`src/hw/rtl/npcm_pkg.sv`:
```
// Shared constants, types and helpers for the nearest palette colour match core.
// No dependencies.
`default_nettype none

package npcm_pkg;

    localparam int PALETTE_DEPTH = 256;
    localparam int IDX_W         = $clog2(PALETTE_DEPTH);
    localparam int COLOR_W       = 24;
    localparam int CHAN_W        = 8;
    localparam int SQ_W          = 2 * CHAN_W;
    localparam int DIST_W        = 18;
    localparam int CFG_W         = 9;
    localparam int MATCH_W       = 8;

    localparam logic [DIST_W-1:0] DIST_START = DIST_W'(256 * 256 * 3);
    localparam logic [CFG_W-1:0]  CFG_RESET  = CFG_W'(2);

    localparam logic OP_LOOKUP = 1'b0;
    localparam logic OP_WRITE  = 1'b1;

    typedef enum logic [1:0] {
        S_IDLE,
        S_SCAN,
        S_DRAIN,
        S_DONE
    } t_state;

    // Tag that travels with each palette read through the pipeline.
    typedef struct packed {
        logic             valid;
        logic             last;
        logic [IDX_W-1:0] idx;
    } t_tag;

    // Result of the shared distance unit for one palette entry.
    typedef struct packed {
        logic             valid;
        logic             last;
        logic [IDX_W-1:0] idx;
        logic             eq;
        logic [SQ_W-1:0]  sq_r;
        logic [SQ_W-1:0]  sq_g;
        logic [SQ_W-1:0]  sq_b;
    } t_dist;

    // Clamp the entry count to [2, PALETTE_DEPTH] and return the final index.
    function automatic logic [IDX_W-1:0] last_index(input logic [CFG_W-1:0] n);
        int k;
        k = int'(n);
        if (k < 2) begin
            k = 2;
        end
        if (k > PALETTE_DEPTH) begin
            k = PALETTE_DEPTH;
        end
        return IDX_W'(k - 1);
    endfunction

endpackage

`default_nettype wire

```
`src/hw/rtl/npcm_dist_unit.sv`:
```
// Shared distance unit: per-channel squared differences and exact compare, registered.
// Depends on npcm_pkg.
`default_nettype none

module npcm_dist_unit (
    input  wire logic                          i_clk,
    input  wire logic                          i_rst_n,
    input  wire logic [npcm_pkg::COLOR_W-1:0]  i_color,
    input  wire logic [npcm_pkg::COLOR_W-1:0]  i_entry,
    input  wire npcm_pkg::t_tag                i_tag,
    output npcm_pkg::t_dist                    o_dist
);

    logic [npcm_pkg::CHAN_W-1:0] d_r;
    logic [npcm_pkg::CHAN_W-1:0] d_g;
    logic [npcm_pkg::CHAN_W-1:0] d_b;

    function automatic logic [npcm_pkg::CHAN_W-1:0] abs_diff(
        input logic [npcm_pkg::CHAN_W-1:0] a,
        input logic [npcm_pkg::CHAN_W-1:0] b
    );
        return (a > b) ? (a - b) : (b - a);
    endfunction

    always_comb begin
        d_r = abs_diff(i_color[23:16], i_entry[23:16]);
        d_g = abs_diff(i_color[15:8],  i_entry[15:8]);
        d_b = abs_diff(i_color[7:0],   i_entry[7:0]);
    end

    always_ff @(posedge i_clk) begin
        o_dist.idx  <= i_tag.idx;
        o_dist.eq   <= (i_entry == i_color);
        o_dist.sq_r <= npcm_pkg::SQ_W'(d_r) * npcm_pkg::SQ_W'(d_r);
        o_dist.sq_g <= npcm_pkg::SQ_W'(d_g) * npcm_pkg::SQ_W'(d_g);
        o_dist.sq_b <= npcm_pkg::SQ_W'(d_b) * npcm_pkg::SQ_W'(d_b);
        if (!i_rst_n) begin
            o_dist.valid <= 1'b0;
            o_dist.last  <= 1'b0;
        end else begin
            o_dist.valid <= i_tag.valid;
            o_dist.last  <= i_tag.last;
        end
    end

endmodule

`default_nettype wire

```
`config.mk`:
```
export PLATFORM = sky130hd
export DESIGN_NAME = npcm_dist_unit
export DESIGN_NICKNAME = d
export VERILOG_FILES = /design/src/hw/rtl/npcm_pkg.sv /design/src/hw/rtl/npcm_dist_unit.sv
export SDC_FILE = /design/constraint.sdc
export NUM_CORES = 1
export LEC_CHECK = 0
export BUFFER_PORTS_ARGS = -buffer_cell sky130_fd_sc_hd__buf_2
export CAP_MARGIN = 40
export CORE_UTILIZATION = 50
export DETAILED_ROUTE_END_ITERATION = 8
export PLACE_DENSITY_LB_ADDON = 0.05
export SLEW_MARGIN = 20
export SYNTH_ARGS = -nofsm -noshare
export SYNTH_HDL_FRONTEND = slang
export SYNTH_SLANG_ARGS = --single-unit
```
`constraint.sdc`:
```
create_clock -name i_clk -period 7.2 [get_ports i_clk]
set_input_delay 0 -clock i_clk [delete_from_list [all_inputs] [get_ports i_clk]]
set_output_delay 0 -clock i_clk [all_outputs]
set_load 0.005 [all_outputs]
```
==> results.sh, run 1 <==
export IMPL_status="complete, no violations"
export IMPL_synthAdderAreaFrac_pct=40.57
export IMPL_synth_xor_area_share_pct=8.414
export IMPL_gp_congestion=0.8155
export IMPL_tightestPinTransition_ns=0.7807
export IMPL_regMostFlops="o_dist"
export IMPL_die_y_um=128.5
export IMPL_synth_seq_cells=56
export IMPL_synth_compound_area_share_pct=11.65
export IMPL_cpLargestDelayFamily="adder cells"
export IMPL_yosys_area_top_type_share_pct=20.80
export IMPL_drv_cap=0
export IMPL_cp_slowest_stage_delay_ns=0.54
export IMPL_ys_flop_type="dfxtp_1"
export IMPL_maxSlewHeadroom_pct=46.46
export IMPL_grt_pass1_wl_um=25760
export IMPL_fin_nets=1300
export IMPL_syn_area_um2=8000
export IMPL_rows=45
export IMPL_fillerInstances=1470
export IMPL_grt_max_degree=20
export IMPL_firstDrtPassIters=6
export IMPL_antennaDiodeCount=0
export IMPL_routed_wl_um=14540
export IMPL_fin_crit_ns=6.132
export IMPL_drc=0
export IMPL_largest_reg_flops=56
export IMPL_placed_area_um2=8733
export IMPL_cp_end_kind="register"
export IMPL_crit_arrival_ns=6.32
export IMPL_hold_ws_ns=0.2616
export IMPL_clk_pin_slew_ns=0.08
export IMPL_clock_sinks=56
export IMPL_synthMuxAreaShare_pct=2.127
export IMPL_cts_buffer_depth=2
export IMPL_maxSlewViolCount=0
export IMPL_crit_fanout=9
export IMPL_final_area_um2=9006
export IMPL_ys_types=71
export IMPL_synthCells=909
export IMPL_worstSetupPathType="input pin to register"
export IMPL_yosysWarningCount=0
export IMPL_fin_tns_setup_ns=0
export IMPL_synth_area_leaders="ha_1 21%, fa_1 20%, dfxtp_1 14%"
export IMPL_grt_pass1_vias=5852
export IMPL_critPathSlowestCell="fa_1"
export IMPL_tritoncts="yes"
export IMPL_synth_edf_count=0
export IMPL_ys_seq_area_share_pct=14.01
export IMPL_rsz0062_at_grt="no"
export IMPL_post_drt_wl_per_cell_um=11.73
export IMPL_fin_crit_sh_pct=85.16
export IMPL_fp_dieW_um=128.5
export IMPL_num_vias=5978
export IMPL_initial_utilization_pct=51.86
export IMPL_port_buffers=115
export IMPL_overflow=0
export IMPL_place_hpwl_um=12460
export IMPL_synth_largest_area_cell="ha_1"
export IMPL_timing_critical_path_buf_inv=6
export IMPL_clock_fmax_mhz=163.1
export IMPL_core_area_um2=15430
export IMPL_htreeDepth=2
export IMPL_ctsRootBufferMaster="clkbuf_16"
export IMPL_final_core_util_pct=58.38
export IMPL_synth_top_family_by_area="adder cells"
export IMPL_hp_class="input pin to register"
export IMPL_grt_total_usage_pct=19.16
export IMPL_setup_viol=0
export IMPL_top_regs="o_dist: 56 flops"
export IMPL_synth_simple_area_share_pct=12.84
export IMPL_async_flop_share_pct=0
export IMPL_avgSynthCellArea_um2=8.801
export IMPL_critPathRequiredTime_ns=7.39
export IMPL_dieArea_um2=16510
export IMPL_drive_above_1_share_pct=16.81
export IMPL_grt_antenna_before_repair=0
export IMPL_dr_first_iter_drc_count=161
export IMPL_hold_path_startpoint="i_entry[16]"
export IMPL_ant_nets=0
export IMPL_whs_path_depth=3
export IMPL_cts_buffers_inserted=5
export IMPL_critPathLaunchType="input pin"
export IMPL_syn_to_final_growth_pct=12.57
export IMPL_finalHoldViolCount=0
export IMPL_viasPerCell=4.821
export IMPL_pin_count=119
export IMPL_critPathLaunch="i_color[8]"
export IMPL_hold_end="o_dist[32]$_DFF_P_"
[Yosys cell counts (6+ instances only)]
| cell | instances |
|---|---|
| a21o_1 | 13 |
| nand2_1 | 28 |
| xnor2_1 | 41 |
| o21ai_0 | 23 |
| a21oi_1 | 49 |
| nand3_1 | 9 |
| dfxtp_1 | 56 |
| mux2i_1 | 17 |
| nor2_1 | 98 |
| ha_1 | 133 |
| xor2_1 | 21 |
| nor2b_1 | 11 |
| nor3_1 | 15 |
| inv_1 | 180 |
| nand4_1 | 6 |
| o21bai_1 | 7 |
| clkbuf_1 | 6 |
| fa_1 | 79 |
| nand2b_1 | 11 |
| or2_2 | 13 |
[cell type report]
cell class                 instances  area [um^2]  area share [%]
clock buffer                       5        125.1           1.389
clock inverter                     3        27.53          0.3056
inverter                         182        683.2           7.585
multi-input combinational        652         6060           67.28
sequential                        56         1121           12.45
tap                              211        264.0           2.931
timing repair buffer             131        725.7           8.058
[per-layer routing]
layer | wire, um | track usage [%] | vias to the layer above
li1 | - | - | 3125
met4 | 72 | 2.491 | 0
met2 | 6600 | 32.75 | 92
met5 | 0 | 0 | -
met1 | 7364 | 26.28 | 2757
met3 | 505 | 2.827 | 4
[worst max path at each step]
stage / to / slack (ns) / cells after the start
after floorplan: o_dist[31]$_DFF_P_ / 1.33 / 26
after global placement: o_dist[31]$_DFF_P_ / 0.93 / 27
after detailed placement: o_dist[31]$_DFF_P_ / 0.73 / 27
after CTS: o_dist[31]$_DFF_P_ / 1.05 / 27
after global routing: o_dist[31]$_DFF_P_ / 0.74 / 28
final: o_dist[31]$_DFF_P_ / 1.07 / 27
[cell usage in the layout, fill, tap and decap left out, types with 4 or more instances in the layout]
cell           synthesis  final
a21o_1                13     13
a21oi_1               49     49
and2_1                 4      4
buf_2                  4    115
buf_4                  5      4
clkbuf_16              0      5
dfxtp_1               56     56
dlygate4sd3_1          0     12
fa_1                  79     79
ha_1                 133    133
inv_1                180    180
mux2i_1               17     17
nand2_1               28     28
nand2b_1              11     11
nand3_1                9      9
nand4_1                6      6
nor2_1                98     98
nor2b_1               11     11
nor3_1                15     15
o211ai_1               5      5
o21a_1                 4      4
o21ai_0               23     23
o21bai_1               7      7
or2_1                  5      5
or2_2                 13     13
xnor2_1               41     41
xnor2_2                5      5
xor2_1                21     21
[logic make-up (layout without fill, tap and decap cells)]
family,after synthesis,after routing
adder cells (fa/ha/maj),212,212
flip-flops,56,56
AO/OA/AOI/OAI,133,133
other,1,3
buffers and inverters,203,321
AND/OR/NAND/NOR,217,217
multiplexers,17,17
XOR/XNOR,70,70
[through the flow]
step	worst slack [ns]	std cells
finish	1.068	1240
global route	0.7413	1240
CTS	1.053	1240
detailed placement	0.7344	1220
global placement	0.9275	1220
floorplan	1.329	911
[repair_timing]
item / 4_1_cts / 5_1_grt
resized for setup: 0 / 0
endpoints found under the hold margin: 10 / 0
buffers inserted: 0 / 0
setup endpoints to repair: 0 / 0
hold buffers: 12 / 0
Power of run 1 is left out: the tool's default activity adds up to more than one toggle a clock period on the data nets, which glitch-free logic cannot reach.
==> inputs of run 2 (changes only) <==
CORE_MARGIN = 2   (was default)
==> results.sh, run 2 (synthesis results as in run 1) <==
export IMPL_regMostFlops="o_dist"
export IMPL_cp_slowest_stage_delay_ns=0.66
export IMPL_post_drt_wl_per_cell_um=12.24
export IMPL_gp_congestion=0.8419
export IMPL_clk_pin_slew_ns=0.09
export IMPL_crit_top_cell="fa_1"
export IMPL_pin_count=119
export IMPL_setup_viol=0
export IMPL_mostFrequentLayoutCells="180 x inv_1, 133 x ha_1, 115 x buf_2"
export IMPL_postCtsSetupBuffers=0
export IMPL_crit_arrival_ns=6.32
export IMPL_cts_buffer_depth=2
export IMPL_cpLargestDelayFamily="adder cells"
export IMPL_routed_wl_um=15250
export IMPL_largest_reg_flops=56
export IMPL_grt_pass1_wl_um=26600
export IMPL_holdBufCountCts=12
export IMPL_timing_critical_path_buf_inv=5
export IMPL_dr_first_iter_drc_count=234
export IMPL_htreeDepth=2
export IMPL_clock_fmax_mhz=163.5
export IMPL_num_vias=5991
export IMPL_placed_area_um2=8747
export IMPL_tritoncts="yes"
export IMPL_syn_to_final_growth_pct=12.67
export IMPL_antennaDiodeCount=0
export IMPL_viasPerCell=4.808
export IMPL_dieArea_um2=17030
export IMPL_critPathRequiredTime_ns=7.40
export IMPL_crit_fanout=11
export IMPL_final_core_util_pct=57.16
export IMPL_drc=0
export IMPL_hp_class="input pin to register"
export IMPL_status="complete, no violations"
export IMPL_final_common_cell="inv_1"
export IMPL_final_area_um2=9014
export IMPL_drv_cap=0
export IMPL_port_buffers=115
export IMPL_grt_pass1_vias=5924
export IMPL_crit_path_end="o_dist[31]$_DFF_P_"
export IMPL_hold_ws_ns=0.2413
export IMPL_fin_tns_setup_ns=0
export IMPL_tightestPinTransition_ns=0.7985
export IMPL_ctsRootBufferMaster="clkbuf_16"
export IMPL_critical_path_cell_count=26
export IMPL_grt_max_degree=19
export IMPL_fin_crit_ns=6.117
export IMPL_cts_buffers_inserted=5
export IMPL_clock_sinks=56
export IMPL_drive_above_1_share_pct=16.89
export IMPL_core_area_um2=15770
export IMPL_critPathLaunchType="input pin"
export IMPL_cp_end_kind="register"
export IMPL_ant_nets=0
export IMPL_firstDrtPassIters=5
export IMPL_overflow=0
export IMPL_die_y_um=130.5
export IMPL_initial_utilization_pct=50.73
export IMPL_top_regs="o_dist: 56 flops"
export IMPL_maxSlewViolCount=0
export IMPL_grt_total_usage_pct=19.20
export IMPL_worstSetupPathType="input pin to register"
export IMPL_fp_dieW_um=130.5
export IMPL_fin_nets=1301
export IMPL_maxSlewHeadroom_pct=45.24
export IMPL_post_cts_resize_count=0
export IMPL_place_hpwl_um=12820
export IMPL_finalHoldViolCount=0
export IMPL_rows=46
export IMPL_rsz0062_at_grt="no"
export IMPL_fin_crit_sh_pct=84.96
export IMPL_critPathSlowestCell="xor2_1"
export IMPL_critPathLaunch="i_color[8]"
export IMPL_grt_antenna_before_repair=0
run 2: worst min path at each step:
| stage | startpoint | end | slack [ns] | cells after the start |
|---|---|---|---|---|
| 2_1_floorplan | i_tag[0] | o_dist[49]$_DFF_P_ | 0.03 | 0 |
| 3_3_place_gp | i_tag[3] | o_dist[52]$_DFF_P_ | 0.10 | 1 |
| 3_5_place_dp | i_tag[5] | o_dist[54]$_DFF_P_ | 0.10 | 1 |
| 4_1_cts | i_entry[16] | o_dist[32]$_DFF_P_ | 0.25 | 3 |
| 5_1_grt | i_entry[16] | o_dist[32]$_DFF_P_ | 0.31 | 3 |
| 6_report | i_entry[16] | o_dist[32]$_DFF_P_ | 0.24 | 3 |
run 2: layer usage:
metal  track usage (%)  vias to the layer above  wire (um)
li1                  -                     3131          -
met1             26.06                     2747       7399
met2             33.12                      101       7100
met3             2.484                       12        588
met4             3.817                        0        158
met5                 0                        -          0
run 2: final cells by class:
class / instances / area [um^2]
timing repair buffer: 132 / 733.2
sequential: 56 / 1121
inverter: 182 / 683.2
tap: 216 / 270.3
fill: 1546 / 6756
clock buffer: 5 / 125.1
clock inverter: 3 / 21.27
multi-input combinational: 652 / 6060
run 2: stage by stage:
stage	worst slack, ns	instances
after global placement	0.9197	1226
after CTS	1.086	1246
after floorplan	1.329	911
final	1.083	1246
after global routing	0.5915	1246
after detailed placement	0.7768	1226
Power of run 2 is left out for the same reason.
